$ cat config.mk
export PLATFORM = sky130hd
export DESIGN_NAME = rle_line_skip_repeat_literal_decoder_top
export DESIGN_NICKNAME = d
export VERILOG_FILES = /design/src/rtl/rle_pkg.sv /design/src/rtl/rle_col_unit.sv /design/src/rtl/rle_line_skip_repeat_literal_decoder_top.sv
export SDC_FILE = /design/constraint.sdc
export NUM_CORES = 1
export LEC_CHECK = 0
export BUFFER_PORTS_ARGS = -buffer_cell sky130_fd_sc_hd__buf_2
export CAP_MARGIN = 0
export CELL_PAD_IN_SITES_DETAIL_PLACEMENT = 0
export CELL_PAD_IN_SITES_GLOBAL_PLACEMENT = 1
export CORE_MARGIN = 2
export CORE_UTILIZATION = 25
export DETAILED_ROUTE_END_ITERATION = 10
export GPL_ROUTABILITY_DRIVEN = 0
export MAX_ROUTING_LAYER = met4
export PLACE_DENSITY = 0.46
export SETUP_SLACK_MARGIN = 0.05
export SKIP_LAST_GASP = 1
export SYNTH_ARGS = -nofsm -noshare
export SYNTH_HDL_FRONTEND = slang
export SYNTH_SLANG_ARGS = --single-unit
$ cat constraint.sdc
create_clock -name clk_i -period 6.2 [get_ports clk_i]
set_input_delay 0.31 -clock clk_i [delete_from_list [all_inputs] [get_ports clk_i]]
set_output_delay 0.31 -clock clk_i [all_outputs]
set_load 0.01 [all_outputs]
$ cat src/rtl/rle_pkg.sv
// Package for the skip/repeat/literal run-length line decoder.
// Request types, decoder phase and sequencer codes, control byte masks.
// No dependencies.
package rle_pkg;

  typedef struct packed {
    logic [7:0] code_byte;
    logic       line_last;
    logic       frame_first;
  } in_req_t;

  typedef struct packed {
    logic [7:0] pixel_column;
    logic [7:0] pixel_row;
    logic [7:0] pixel_colour;
    logic       run_last;
  } out_req_t;

  typedef enum logic [1:0] {
    PH_CTRL    = 2'd0,
    PH_COLOUR  = 2'd1,
    PH_LITERAL = 2'd2
  } phase_e;

  typedef enum logic {
    SEQ_ACCEPT = 1'b0,
    SEQ_RUN    = 1'b1
  } seq_e;

  typedef struct packed {
    logic at_end;
    logic last_col;
  } col_stat_t;

  localparam logic [7:0] CtrlSkipMask   = 8'h01;
  localparam logic [7:0] CtrlRepeatMask = 8'h02;
  localparam int unsigned RunWidth      = 7;

endpackage

$ cat src/rtl/rle_col_unit.sv
// Shared column unit: saturating add of a step to the column counter,
// plus end-of-line status flags. Depends on rle_pkg.
module rle_col_unit #(
  parameter int LINE_WIDTH = 256
) (
  input  logic [$clog2(LINE_WIDTH+1)-1:0] col_i,
  input  logic [rle_pkg::RunWidth-1:0]    step_i,
  output logic [$clog2(LINE_WIDTH+1)-1:0] col_o,
  output rle_pkg::col_stat_t              stat_o
);
  import rle_pkg::*;

  localparam int CW = $clog2(LINE_WIDTH + 1);
  localparam int SW = ((CW > RunWidth) ? CW : RunWidth) + 1;
  localparam logic [SW-1:0] LwS    = LINE_WIDTH[SW-1:0];
  localparam logic [SW-1:0] LwLast = LINE_WIDTH[SW-1:0] - SW'(1);

  logic [SW-1:0] col_ext;
  logic [SW-1:0] sum;

  always_comb begin
    col_ext         = SW'(col_i);
    sum             = col_ext + SW'(step_i);
    stat_o.at_end   = (col_ext >= LwS);
    stat_o.last_col = (col_ext == LwLast);
    if (stat_o.at_end || (sum >= LwS)) begin
      col_o = LwS[CW-1:0];
    end else begin
      col_o = sum[CW-1:0];
    end
  end

endmodule

$ cat src/rtl/rle_line_skip_repeat_literal_decoder_top.sv
// Top level of the skip/repeat/literal run-length line decoder.
// Depends on rle_pkg and rle_col_unit.
//
//  channel | direction | handshake             | payload
//  in      | input     | in_valid_i/in_stall_o | in_req_i  (rle_pkg::in_req_t)
//  out     | output    | out_valid_o/out_stall_i | out_req_o (rle_pkg::out_req_t)
//
// Control and literal bytes are each handled as they are accepted; a literal pixel is loaded
// into the output register at the edge that accepts its byte.
// A repeat colour byte writes n pixels (n <= 64), one adder step per pixel while the output
// is not stalled, and none when the column is already past the line.
// Reset clears phase, run count, column and row; no clearing pass.
// Output stall holds the output register and stalls the input.
module rle_line_skip_repeat_literal_decoder_top #(
  parameter int LINE_WIDTH = 256,
  parameter int MAX_ROWS   = 256
) (
  input  logic              clk_i,
  input  logic              rst_ni,
  input  logic              in_valid_i,
  output logic              in_stall_o,
  input  rle_pkg::in_req_t  in_req_i,
  output logic              out_valid_o,
  input  logic              out_stall_i,
  output rle_pkg::out_req_t out_req_o
);
  import rle_pkg::*;

  localparam int CW = $clog2(LINE_WIDTH + 1);
  localparam int RW = $clog2(MAX_ROWS);
  localparam logic [RW-1:0] RowMax = MAX_ROWS[RW-1:0] - RW'(1);

  seq_e                phase_seq_q, phase_seq_d;
  phase_e              phase_q, phase_d;
  logic [RunWidth-1:0] run_q, run_d;
  logic [CW-1:0]       col_q, col_d;
  logic [RW-1:0]       row_q, row_d;
  logic                pend_line_q, pend_line_d;
  logic [7:0]          colour_q, colour_d;
  logic                out_valid_q, out_valid_d;
  out_req_t            out_q, out_d;

  logic [RunWidth-1:0] step;
  logic [CW-1:0]       col_sum;
  col_stat_t           col_stat;
  logic                out_free;
  logic                accept;
  logic                emit;
  logic                pix_last;
  logic [RW-1:0]       row_n;

  rle_col_unit #(
    .LINE_WIDTH(LINE_WIDTH)
  ) u_col (
    .col_i (col_q),
    .step_i(step),
    .col_o (col_sum),
    .stat_o(col_stat)
  );

  // handshake
  always_comb begin
    out_free   = !out_valid_q || !out_stall_i;
    in_stall_o = (phase_seq_q == SEQ_RUN) || !out_free;
    accept     = in_valid_i && !in_stall_o;
  end

  // adder step select
  always_comb begin
    if ((phase_seq_q == SEQ_ACCEPT) && (phase_q != PH_COLOUR) && (phase_q != PH_LITERAL)) begin
      step = in_req_i.code_byte[7:1];
    end else begin
      step = RunWidth'(1);
    end
  end

  // next state
  always_comb begin
    phase_seq_d = phase_seq_q;
    phase_d     = phase_q;
    run_d       = run_q;
    col_d       = col_q;
    row_d       = row_q;
    pend_line_d = pend_line_q;
    colour_d    = colour_q;
    emit        = 1'b0;
    pix_last    = 1'b0;
    row_n       = row_q;
    case (phase_seq_q)
      SEQ_ACCEPT: begin
        if (accept) begin
          row_n = in_req_i.frame_first ? '0 : row_q;
          row_d = row_n;
          case (phase_q)
            PH_COLOUR: begin
              colour_d    = in_req_i.code_byte;
              pend_line_d = in_req_i.line_last;
              phase_d     = PH_CTRL;
              phase_seq_d = SEQ_RUN;
            end
            PH_LITERAL: begin
              colour_d = in_req_i.code_byte;
              emit     = !col_stat.at_end;
              pix_last = 1'b1;
              col_d    = col_sum;
              if (run_q > RunWidth'(1)) begin
                run_d = run_q - RunWidth'(1);
              end else begin
                run_d   = '0;
                phase_d = PH_CTRL;
              end
            end
            default: begin
              if ((in_req_i.code_byte & CtrlSkipMask) != '0) begin
                col_d   = col_sum;
                phase_d = PH_CTRL;
                run_d   = '0;
              end else if ((in_req_i.code_byte & CtrlRepeatMask) != '0) begin
                run_d   = RunWidth'(in_req_i.code_byte[7:2]) + RunWidth'(1);
                phase_d = PH_COLOUR;
              end else begin
                run_d   = RunWidth'(in_req_i.code_byte[7:2]) + RunWidth'(1);
                phase_d = PH_LITERAL;
              end
            end
          endcase
          if (in_req_i.line_last && (phase_q != PH_COLOUR)) begin
            col_d   = '0;
            phase_d = PH_CTRL;
            run_d   = '0;
            row_d   = (row_n < RowMax) ? row_n + RW'(1) : row_n;
          end
        end
      end
      SEQ_RUN: begin
        if (!col_stat.at_end && out_free) begin
          emit     = 1'b1;
          pix_last = (run_q == RunWidth'(1)) || col_stat.last_col;
          col_d    = col_sum;
          run_d    = run_q - RunWidth'(1);
        end
        if (col_stat.at_end || (emit && pix_last)) begin
          phase_seq_d = SEQ_ACCEPT;
          run_d       = '0;
          if (pend_line_q) begin
            col_d = '0;
            row_d = (row_q < RowMax) ? row_q + RW'(1) : row_q;
          end
        end
      end
      default: begin
        phase_seq_d = SEQ_ACCEPT;
      end
    endcase
  end

  // output register
  always_comb begin
    out_valid_d = out_valid_q;
    out_d       = out_q;
    if (emit) begin
      out_valid_d        = 1'b1;
      out_d.pixel_column = 8'(col_q);
      out_d.pixel_row    = 8'(row_n);
      out_d.pixel_colour = (phase_seq_q == SEQ_RUN) ? colour_q : in_req_i.code_byte;
      out_d.run_last     = pix_last;
    end else if (!out_stall_i) begin
      out_valid_d = 1'b0;
    end
  end

  always_ff @(posedge clk_i or negedge rst_ni) begin
    if (!rst_ni) begin
      phase_seq_q <= SEQ_ACCEPT;
      phase_q     <= PH_CTRL;
      run_q       <= '0;
      col_q       <= '0;
      row_q       <= '0;
      pend_line_q <= 1'b0;
      out_valid_q <= 1'b0;
    end else begin
      phase_seq_q <= phase_seq_d;
      phase_q     <= phase_d;
      run_q       <= run_d;
      col_q       <= col_d;
      row_q       <= row_d;
      pend_line_q <= pend_line_d;
      out_valid_q <= out_valid_d;
    end
  end

  always_ff @(posedge clk_i) begin
    colour_q <= colour_d;
    out_q    <= out_d;
  end

  assign out_valid_o = out_valid_q;
  assign out_req_o   = out_q;

endmodule

Yosys cells after proc, flatten, opt, wreduce, memory -nomap -nowiden. Index checks and enable logic that the tools add are counted.

Add/sub/neg operators: 5. $lt $le $gt $ge: 5. Equal/unequal tests: 15. Mux-type cells: 50. Bitwise logic cells: 1. Reduce and logical (&&, ||, !) cells: 23.

Operator list (count): $mux 8 (10); $mux 9 (7); $mux 7 (7); $pmux 9 s2 (2); $pmux 7 s2 (2); $add 8x1->8 const B (2); $lt 8x8->1 const B (2); $pmux 8 s2 (1); $reduce_and 3->1 (5); $mux 1 (13); $add 9x7->10 (1); $ge 10x9->1 const B (1); $ne 2x1->1 const B (5); $eq 9x8->1 const B (1); $ge 9x9->1 const B (1); $mux 2 (4); $add 6x1->7 const B (1); $eq 7x1->1 const B (1); $gt 7x1->1 const B (1); $sub 7x1->7 const B (1); $logic_and 1x1->1 (6); $ne 3x3->1 const B (2); $pmux 1 s2 (3); $logic_not 1->1 (5); other kinds (10) (15).

Bits in registers: 62. Input port bits: 14. Logic and storage cells: 111.

Logic depth before layout (Yosys ltp). Gate-level depths: netlist of the first run.

Depth in word-level cells: 13. Gate-level depth with buffers: 12. Depth with buffers taken out: 12.

By module. A second synthesis of the first run with hierarchy kept.

Cell total of the unflattened synthesis: 329. Area, all modules: 3563.4 sq um.

By module, submodules not included: rle_line_skip_repeat_literal_decoder_top (instances 1, cells each 277, area an instance 3140.5 sq um, seq. area each 1716.6 sq um); rle_col_unit (instances 1, cells each 52, area an instance 422.9 sq um, seq. area each 0.0 sq um).

Worst setup path after synthesis of the first run. Ideal clock, no wire load.

Path type: register to register. Start point: reg phase_q[0]. End point: reg col_q[7]. Library setup time: 79 ps. Arrival: 3013 ps. Required time: 6121 ps. Slack: 3108 ps. Cell stages (with the launch flop): 12. Buffers on the path: 0. Path through: dfrtp_1 ha_1 nor3_1 nand2b_1 ha_1 fa_1 a21o_1 o21ai_0 a31oi_1 a2111oi_2 a21oi_1 mux2i_1.

Cells in the longest elaborated chain, start to end: 13.

RTL lines: start: declaration (RTL line rle_line_skip_repeat_literal_decoder_top.sv:34) `phase_e phase_q, phase_d;`; start signal: assignment (RTL line rle_line_skip_repeat_literal_decoder_top.sv:183) `phase_q <= phase_d;`; $ne 2x1->1 (RTL line rle_line_skip_repeat_literal_decoder_top.sv:70, rle_line_skip_repeat_literal_decoder_top.sv:127); $logic_and 1x1->1 (2 in series) (RTL line rle_line_skip_repeat_literal_decoder_top.sv:70) `if ((phase_seq_q == SEQ_ACCEPT) && (phase_q != PH_COLOUR) && (phase_q != PH_LITERAL)) begin`; $mux 7 (RTL line rle_line_skip_repeat_literal_decoder_top.sv:70); $add 9x7->10 (RTL line rle_col_unit.sv:23) `sum = col_ext + SW'(step_i);`; $ge 10x9->1 (RTL line rle_col_unit.sv:26) `if (stat_o.at_end || (sum >= LwS)) begin`; $logic_or 1x1->1 (RTL line rle_col_unit.sv:26); $mux 9 (RTL line rle_col_unit.sv:26); $mux 9 (RTL line rle_line_skip_repeat_literal_decoder_top.sv:114) `if ((in_req_i.code_byte & CtrlSkipMask) != '0) begin`; $pmux 9 s2 (RTL line rle_line_skip_repeat_literal_decoder_top.sv:94) `case (phase_q)`; $mux 9 (RTL line rle_line_skip_repeat_literal_decoder_top.sv:127) `if (in_req_i.line_last && (phase_q != PH_COLOUR)) begin`; $mux 9 (RTL line rle_line_skip_repeat_literal_decoder_top.sv:91) `if (accept) begin`; $pmux 9 s2 (RTL line rle_line_skip_repeat_literal_decoder_top.sv:89) `case (phase_seq_q)`; end signal: assignment (RTL line rle_line_skip_repeat_literal_decoder_top.sv:185) `col_q <= col_d;`; end: declaration (RTL line rle_line_skip_repeat_literal_decoder_top.sv:36) `logic [CW-1:0] col_q, col_d;`.

Several ways; a longest one is shown, not always the timed one. The select of a mux whose other input is x is not followed. A chain may end at the register's enable or synchronous reset.

Final worst setup path of the first run. Same ends and word-level chain as after synthesis.

==> impl_metrics.py, run 1 <==
metrics = {
    "status": {
        "outcome": "complete, no violations",
    },
    "clocking": {
        "cts.sinks": 62,
        "cts_buffer_depth": 2,
        "htree_num_levels": 3,
        "numCtsBuffers": 9,
        "post_cts_buffers": 0,
        "post_cts_resized": 0,
        "hold_buffers": 0,
        "cts_tree": "built",
        "clk_latency_ns": 0.34,
        "cts.clk_slew.worst_paths_ns": 0.06,
        "root_buffer": "clkbuf_16",
    },
    "pwr": {
        "power_density_nw_per_um2": 528.3,
        "ir_drop_uv": 164.7,
        "leakage_nw": 1.689,
    },
    "synthesis": {
        "synth_top_cell_area_share_pct": 27.86,
        "synth_area_leaders": "edfxtp_1 (28%), dfrtp_1 (20%), ha_1 (4.9%), o21ai_0 (3.1%), nor2_1 (3.1%)",
        "yosysSeqAreaShare_pct": 48.26,
        "yosysTopAreaCell": "edfxtp_1",
        "async_flop_share_pct": 46.77,
        "synth_commonest_cells": "edfxtp_1 (33), dfrtp_1 (29), nor2_1 (29), nand2_1 (26), o21ai_0 (22)",
        "yosysMostFrequentCell": "edfxtp_1",
        "syn-num-nets": 366,
        "synth_area_per_cell_um2": 10.56,
        "synthCells": 337,
        "syn_area_um2": 3557,
        "yosys_warnings": 0,
        "ys_types": 64,
        "synthFlopType": "edfxtp_1",
        "synth-edff-count": 33,
        "ys_seq_elements": 62,
    },
    "layout": {
        "register_area_um2": 1717,
        "nets": 407,
        "fin_area_um2": 4230,
        "final_layout_size_suffix_gt1_share_pct": 22.72,
        "area_growth_syn_to_layout_pct": 18.92,
        "insertedDiodeCount": 0,
        "multi_input_area_um2": 1709,
        "n_fill_cell": 1473,
    },
    "setup_path": {
        "cp-start-kind": "register",
        "crit_buf_inv": 1,
        "cp.arrival_ns": 3.99,
        "critPathMaxFanout": 7,
        "critPathTopFamily": "compound AO/OA/AOI/OAI gates",
        "cp-end-kind": "register",
        "crit_path_cell_trace": "inv_1, ha_1, nor3_1, nand2b_1, ha_1, fa_1, a21o_1, o21ai_0, a31oi_1, a2111oi_2, a21oi_1, mux2i_1",
        "crit_type": "reg -> reg",
        "worst_path_max_delay_cell": "a2111oi_2",
        "critPathMaxStageDelay_ns": 0.64,
        "path_common_cell": "ha_1",
        "worstPathRequired_ns": 6.46,
    },
    "floorplan": {
        "die_h_um": 123.3,
        "ios": 41,
        "rows": 43,
        "initial_core_util_pct": 25.63,
        "design.core.area_um2": 13880,
        "dieArea_um2": 15200,
        "die_x_um": 123.3,
    },
    "timing": {
        "tns_ns": 0,
        "rsz0062_at_grt": "no",
        "skew_ns": 0.008173,
        "fin_crit_ns": 3.730,
        "fin_crit_sh_pct": 60.17,
        "setup_violations": 0,
        "finalHoldViolations": 0,
        "worst_pin_slew_ns": 0.7181,
        "clock.fmax_mhz": 268.1,
        "slew_viol_final": 0,
        "relSlewSlack_pct": 52.13,
    },
    "grt": {
        "grt_pass1_vias": 2605,
        "overflow": 0,
        "grt_pass1_wl_um": 14800,
        "antenna_found_initial": 0,
        "track_usage_pct": 13.56,
        "grt_max_degree": 30,
    },
    "drt": {
        "via_count": 2726,
        "wl_um": 9306,
        "post_drt_wl_per_cell_um": 16.53,
        "dr.pass1.iters": 4,
        "ant_nets": 0,
        "routed_via_density": 4.842,
        "drc": 0,
        "drtIter0Drc": 181,
    },
    "placement": {
        "io_buffer_count": 40,
        "dp_hpwl_um": 6769,
        "placed_cell_area_um2": 3908,
    },
    "worst_hold_path": {
        "hold_path_class": "in -> async",
    },
    "run": {
        "max_cap_viol_count": 0,
    },
}
==> where the power goes <==
part	internal (mW)	total (mW)	leakage, nW	switching (mW)
registers	0.615	0.748	0.680	0.132
logic	0.391	0.940	0.857	0.549
clock network	0.353	0.547	0.152	0.194
total	1.36	2.23	1.69	0.875
==> per-stage QoR <==
step / util [%] / worst slack (ns) / instances / power, mW / hold slack, ns
floorplan: - / 3.108 / 337 / 1.436 / 0.01441
global placement: 28.15 / 2.740 / 547 / 1.714 / 0.4194
detailed placement: 28.15 / 2.505 / 547 / 1.700 / 0.4184
CTS: 30.48 / 2.479 / 563 / 2.263 / 0.04901
global route: 30.48 / 2.056 / 563 / 2.409 / 0.08457
finish: 30.48 / 2.470 / 563 / 2.235 / 0.02691
==> registers in the layout, indices dropped and copies added (netlist names), 2 cells and up <==
register and count:
out_req_o 25, run_q 7, phase_q 2, row_q 8
col_q 9, colour_q 8
==> path summary, 6_finish.rpt <==
kind / from / to / slack (ns) / cells past startpoint
worst min-delay path: rst_ni / row_q[3] / 0.03 / 1
worst max-delay path: phase_q[0] / col_q[7] / 2.47 / 12
max in group asynchronous: rst_ni / col_q[7] / 5.71 / 1
min in group clk_i: in_req_i[9] / colour_q[7] / 0.24 / 1
worst max register to register: phase_q[0] / col_q[7] / 2.47 / 12
worst min register to register: phase_q[1] / phase_q[1] / 0.52 / 2
==> kinds of logic after synthesis <==
kind of cell | share of synthesized area (%)
flip-flops | 48.26
AO/OA/AOI/OAI | 17.83
XOR/XNOR | 2.955
multiplexers | 3.693
buffers and inverters | 3.763
AND/OR/NAND/NOR | 18.01
adder cells (fa/ha/maj) | 5.487
==> layer usage <==
layer | wire [µm] | up-vias | GRT usage [%]
met3 | 284 | 15 | 2.998
met2 | 3849 | 52 | 18.10
li1 | - | 1344 | -
met4 | 211 | 0 | 6.605
met1 | 4961 | 1315 | 19.21
met5 | 0 | - | -
==> placed cells by master (no fill, tap or decap), types with 3 or more instances in the layout <==
master and count:
inv_1 6, a41oi_1 3, nand2_1 26, ha_1 14
xnor2_1 5, mux2_2 9, a21oi_1 14, o22ai_1 3
nand2b_1 4, nand4_1 6, o21ai_0 22, mux2i_1 3
buf_2 40, and2_1 16, a31oi_1 5, dfrtp_1 29
nor2b_1 4, edfxtp_1 33, nor2_1 28, xor2_1 7
buf_4 4, o21a_1 3, nand3_1 12, clkbuf_16 9
a22oi_1 4, a22o_1 11, nor3_1 11
==> area by class of cell <==
cell class,count,area share [%]
sequential,62,40.58
inverter,7,0.6211
clock buffer,9,5.324
clock inverter,7,2.307
tap,180,5.324
multi-input combinational,254,40.40
timing repair buffer,44,5.442
(Power assumes the default switching activity.)
==> run 2, diff against run 1 <==
==> constraint.sdc (replaced) <==
create_clock -name clk_i -period 3.8 [get_ports clk_i]
set_input_delay 0.19 -clock clk_i [delete_from_list [all_inputs] [get_ports clk_i]]
set_output_delay 0.19 -clock clk_i [all_outputs]
set_load 0.01 [all_outputs]
==> impl_metrics.py, run 2 (synthesized netlist as in run 1, its figures left out) <==
metrics = {
    "timing": {
        "relSlewSlack_pct": 49.98,
        "tns_ns": 0,
        "skew_ns": 0.008280,
        "rsz0062_at_grt": "no",
        "finalHoldViolations": 0,
        "worst_pin_slew_ns": 0.7503,
        "fin_crit_sh_pct": 86.80,
        "setup_violations": 0,
        "clock.fmax_mhz": 303.2,
        "slew_viol_final": 0,
        "fin_crit_ns": 3.298,
    },
    "grt": {
        "grt_pass1_vias": 2698,
        "grt_max_degree": 30,
        "grt_pass1_wl_um": 14810,
        "overflow": 0,
        "track_usage_pct": 13.52,
        "antenna_found_initial": 0,
    },
    "clocking": {
        "root_buffer": "clkbuf_16",
        "numCtsBuffers": 9,
        "htree_num_levels": 3,
        "cts.clk_slew.worst_paths_ns": 0.05,
        "clk_latency_ns": 0.34,
        "post_cts_buffers": 0,
        "cts_tree": "built",
        "cts_buffer_depth": 2,
        "cts.sinks": 62,
    },
    "layout": {
        "insertedDiodeCount": 0,
        "mostFrequentLayoutCell": "buf_2",
        "area_growth_syn_to_layout_pct": 20.33,
        "nets": 408,
        "final_util_pct": 30.84,
        "largest_reg_flops": 25,
        "n_fill_cell": 1458,
        "final_layout_size_suffix_gt1_share_pct": 22.92,
        "most-common-layout-cells": "buf_2 (40), edfxtp_1 (33), dfrtp_1 (29)",
    },
    "setup_path": {
        "r2r.worst_path.cells": 11,
        "worst_path_max_delay_cell": "nor4_1",
        "timing.rr.end": "col_q[1]",
        "cp-end-kind": "register",
        "crit_buf_inv": 0,
        "crit_end": "col_q[1]",
        "r2r-start": "phase_q[0]",
        "r2r_setup_slack_ns": 0.50,
        "cp-start-kind": "register",
        "cp.arrival_ns": 3.54,
        "critPathMaxFanout": 7,
        "crit_path_cell_trace": "ha_1, nor3_2, nand2b_1, ha_1, fa_1, a21o_1, o21ai_0, a31oi_1, nor4_1, a22oi_1, o21ai_0",
        "critPathMaxStageDelay_ns": 0.53,
        "critPathTopFamily": "simple AND/OR/NAND/NOR gates",
        "crit_cells": 11,
        "worstPathRequired_ns": 4.04,
        "crit_type": "reg -> reg",
        "cp-startpoint": "phase_q[0]",
    },
    "drt": {
        "post_drt_wl_per_cell_um": 16.16,
        "drc": 0,
        "dr.pass1.iters": 4,
        "wl_um": 9113,
        "via_count": 2723,
        "routed_via_density": 4.828,
        "ant_nets": 0,
        "drtIter0Drc": 139,
    },
    "status": {
        "outcome": "complete, no violations",
    },
    "pwr": {
        "leakage_nw": 1.711,
        "ir_drop_uv": 251.5,
        "power_density_nw_per_um2": 865.3,
    },
    "placement": {
        "dp_hpwl_um": 6614,
        "io_buffer_count": 40,
    },
    "floorplan": {
        "rows": 43,
        "die_x_um": 123.3,
        "initial_core_util_pct": 25.63,
        "design.core.area_um2": 13880,
        "ios": 41,
        "dieArea_um2": 15200,
        "die_h_um": 123.3,
    },
    "run": {
        "max_cap_viol_count": 0,
    },
    "worst_hold_path": {
        "hold_path_class": "in -> reg",
        "min_from": "in_req_i[2]",
    },
}
## run 2: cell count changes in the layout (fill, tap and decap cells not counted), sizes merged
cell and delta:
dlygate4sd3 +1, bufinv +1, clkinvlp -1
## run 2: metrics by stage
| stage | instance area, µm² | total power [mW] | setup WS [ns] | hold slack [ns] | std cells |
|---|---|---|---|---|---|
| finish | 4280 | 3.704 | 0.5016 | 0.09808 | 564 |
| global route | 4280 | 4.012 | 0.05986 | 0.09646 | 564 |
| CTS | 4263 | 3.746 | 0.1707 | 0.08100 | 564 |
| detailed placement | 3908 | 2.766 | 0.1937 | 0.2996 | 547 |
| global placement | 3908 | 2.796 | 0.2980 | 0.3019 | 547 |
| floorplan | 3557 | 2.343 | 0.7078 | -0.1056 | 337 |
## run 2: final cells by class
class	count	area [µm²]	share of cell area, %
flip-flops and latches	62	1717	40.11
multi-input cells	254	1727	40.34
inverters	7	26.28	0.6139
clock inverters	7	120.1	2.806
clock buffers	9	225.2	5.262
well taps	180	225.2	5.262
repair buffers	45	240.2	5.612
## run 2: what timing repair did
item / 4_1_cts / 5_1_grt
resized for setup: 0 / 2
hold buffers: 1 / 0
hold endpoints to repair: 29 / 0
endpoints found under the setup margin: 0 / 8
## run 2: power by group
group / internal [mW] / switching, mW
clock network: 0.642 / 0.310
logic: 0.646 / 0.886
registers: 1.00 / 0.215
total: 2.29 / 1.41
## run 2: how the worst min path moves through the flow
stage,cells after the start,end
after floorplan,0,col_q[0]
after global placement,1,row_q[5]
after detailed placement,1,row_q[5]
after CTS,1,colour_q[0]
after global routing,1,colour_q[0]
final,1,colour_q[0]
## run 2: worst reg2reg max path, cell delays in order, from the launching register on
cell and delay, ns:
dfrtp_1 0.39, ha_1 0.26, nor3_2 0.34, nand2b_1 0.11, ha_1 0.22, fa_1 0.40, a21o_1 0.20, o21ai_0 0.23
a31oi_1 0.28, nor4_1 0.53, a22oi_1 0.12, o21ai_0 0.12
## run 2: metal layers
layer | up-vias | share of wire (%) | routed length [µm] | track usage [%]
met4 | 0 | 2.4 | 215 | 6.605
met2 | 48 | 43 | 3918 | 17.93
li1 | 1353 | - | - | -
met5 | - | 0 | 0 | -
met3 | 13 | 3.3 | 298 | 2.721
met1 | 1309 | 51 | 4681 | 19.38
==> run 3, diff against run 2 <==
--- a/config.mk
+++ b/config.mk
@@ -10,11 +10,11 @@
 export CELL_PAD_IN_SITES_DETAIL_PLACEMENT = 0
 export CELL_PAD_IN_SITES_GLOBAL_PLACEMENT = 1
 export CORE_MARGIN = 2
-export CORE_UTILIZATION = 25
+export CORE_UTILIZATION = 40
 export DETAILED_ROUTE_END_ITERATION = 10
 export GPL_ROUTABILITY_DRIVEN = 0
 export MAX_ROUTING_LAYER = met4
-export PLACE_DENSITY = 0.46
+export PLACE_DENSITY = 0.69
 export SETUP_SLACK_MARGIN = 0.05
 export SKIP_LAST_GASP = 1
 export SYNTH_ARGS = -nofsm -noshare
==> impl_metrics.py, run 3 (synthesized netlist as in run 1, its figures left out) <==
metrics = {
    "floorplan": {
        "rows": 34,
        "die_h_um": 98.30,
        "dieArea_um2": 9663,
        "design.core.area_um2": 8678,
        "die_x_um": 98.30,
        "initial_core_util_pct": 40.99,
        "ios": 41,
    },
    "clocking": {
        "cts.clk_slew.worst_paths_ns": 0.07,
        "post_cts_buffers": 0,
        "clk_latency_ns": 0.34,
        "cts.sinks": 62,
        "htree_num_levels": 3,
        "cts_tree": "built",
        "numCtsBuffers": 9,
        "root_buffer": "clkbuf_8",
        "cts_buffer_depth": 2,
    },
    "pwr": {
        "power.switching_mw": 1.348,
        "clkPwrFrac_pct": 17.2,
        "power_density_nw_per_um2": 820.0,
        "ir_drop_uv": 302.8,
        "leakage_nw": 1.621,
        "power_frac_comb_pct": 45.8,
        "p_seq_share_pct": 37.0,
        "p_sw_share_pct": 41.01,
        "intPower_mw": 1.939,
    },
    "timing": {
        "slew_viol_final": 0,
        "relSlewSlack_pct": 16.64,
        "finalHoldViolations": 0,
        "clock.fmax_mhz": 295.5,
        "fin_crit_sh_pct": 89.04,
        "worst_pin_slew_ns": 1.241,
        "rsz0062_at_grt": "no",
        "skew_ns": 0.01033,
        "fin_crit_ns": 3.384,
        "tns_ns": 0,
        "setup_violations": 0,
    },
    "drt": {
        "drc": 0,
        "dr.pass1.iters": 5,
        "post_drt_wl_per_cell_um": 16.70,
        "ant_nets": 0,
        "via_count": 2705,
        "drtIter0Drc": 122,
        "routed_via_density": 5.520,
        "wl_um": 8183,
    },
    "grt": {
        "track_usage_pct": 18.17,
        "overflow": 0,
        "grt_max_degree": 30,
        "antenna_found_initial": 0,
        "grt_pass1_vias": 2541,
        "grt_pass1_wl_um": 13510,
    },
    "layout": {
        "most-common-layout-cells": "buf_2 (40), edfxtp_1 (33), dfrtp_1 (29)",
        "area_growth_syn_to_layout_pct": 12.66,
        "insertedDiodeCount": 0,
        "mostFrequentLayoutCell": "buf_2",
        "fin_area_um2": 4008,
        "largest_reg_flops": 25,
        "final_layout_size_suffix_gt1_share_pct": 22.25,
        "nets": 406,
        "final_util_pct": 46.18,
    },
    "setup_path": {
        "crit_type": "reg -> reg",
        "worstPathRequired_ns": 4.07,
        "cp-end-kind": "register",
        "critPathMaxFanout": 7,
        "cp.arrival_ns": 3.65,
        "cp-start-kind": "register",
    },
    "placement": {
        "placed_cell_area_um2": 3802,
        "io_buffer_count": 40,
        "dp_hpwl_um": 5866,
    },
    "worst_hold_path": {
        "hold_path_class": "in -> reg",
    },
    "status": {
        "outcome": "complete, no violations",
    },
    "run": {
        "max_cap_viol_count": 0,
    },
}
run 3: cell count changes in the layout (fill, tap and decap cells not counted), sizes merged:
| cell | before | now |
|---|---|---|
| buf | 44 | 42 |
| bufinv | 3 | 1 |
| clkinvlp | 1 | 3 |
| clkbuf | 9 | 10 |
| inv | 8 | 7 |
run 3: through the flow:
stage / instances / hold slack (ns) / setup slack [ns] / total power [mW]
2_1_floorplan: 337 / -0.1056 / 0.7078 / 2.343
3_3_place_gp: 473 / 0.2741 / 0.3817 / 2.710
3_5_place_dp: 473 / 0.2896 / 0.2529 / 2.727
4_1_cts: 490 / 0.08285 / 0.2432 / 3.301
5_1_grt: 490 / 0.09644 / 0.1146 / 3.560
6_report: 490 / 0.09350 / 0.4164 / 3.286
run 3: worst paths after layout:
check	startpoint	end	slack, ns	cells after the start
min reg2reg	phase_q[0]	phase_q[0]	0.52	2
max in group asynchronous	rst_ni	col_q[1]	2.90	2
max	phase_q[1]	col_q[7]	0.42	12
min in group asynchronous	rst_ni	row_q[7]	0.44	2
max reg2reg	phase_q[1]	col_q[7]	0.42	12
min	in_req_i[9]	colour_q[7]	0.09	1
run 3: repair_timing:
action,4_1_cts,5_1_grt
hold buffers,1,0
gates resized for setup,0,1
endpoints found under the hold margin,29,0
setup endpoints to repair,0,6
run 3: critical path, stage by stage, from the launching register on:
cell       delay [ns]
dfrtp_1          0.38
inv_1            0.05
ha_1             0.23
nor3_2           0.33
nand2b_1         0.11
ha_1             0.22
fa_1             0.40
a21o_1           0.20
o21ai_0          0.22
a31oi_1          0.26
a2111oi_2        0.62
a21oi_1          0.15
mux2i_1          0.15
run 3: metal layers:
layer	vias to the layer above	track usage (%)	wire (µm)
met2	61	25.01	3520
met4	0	6.639	136
li1	1345	-	-
met1	1284	26.67	4200
met5	-	-	0
met3	15	3.364	325
run 3: layout make-up:
type | instances | area (µm²)
Clock buffer | 10 | 127.6
Clock inverter | 6 | 62.56
Fill cell | 855 | 4671
Inverter | 7 | 26.28
Multi-Input combinational cell | 254 | 1714
Sequential cell | 62 | 1717
Tap cell | 108 | 135.1
Timing Repair Buffer | 43 | 225.2
run 3: power by group through the flow:
stage	logic (mW)	registers, mW	clock network [mW]
6_report	1.51	1.21	0.567
3_3_place_gp	1.49	1.22	0
3_5_place_dp	1.50	1.23	0
2_1_floorplan	1.14	1.20	0
5_1_grt	1.70	1.25	0.609
4_1_cts	1.51	1.21	0.580
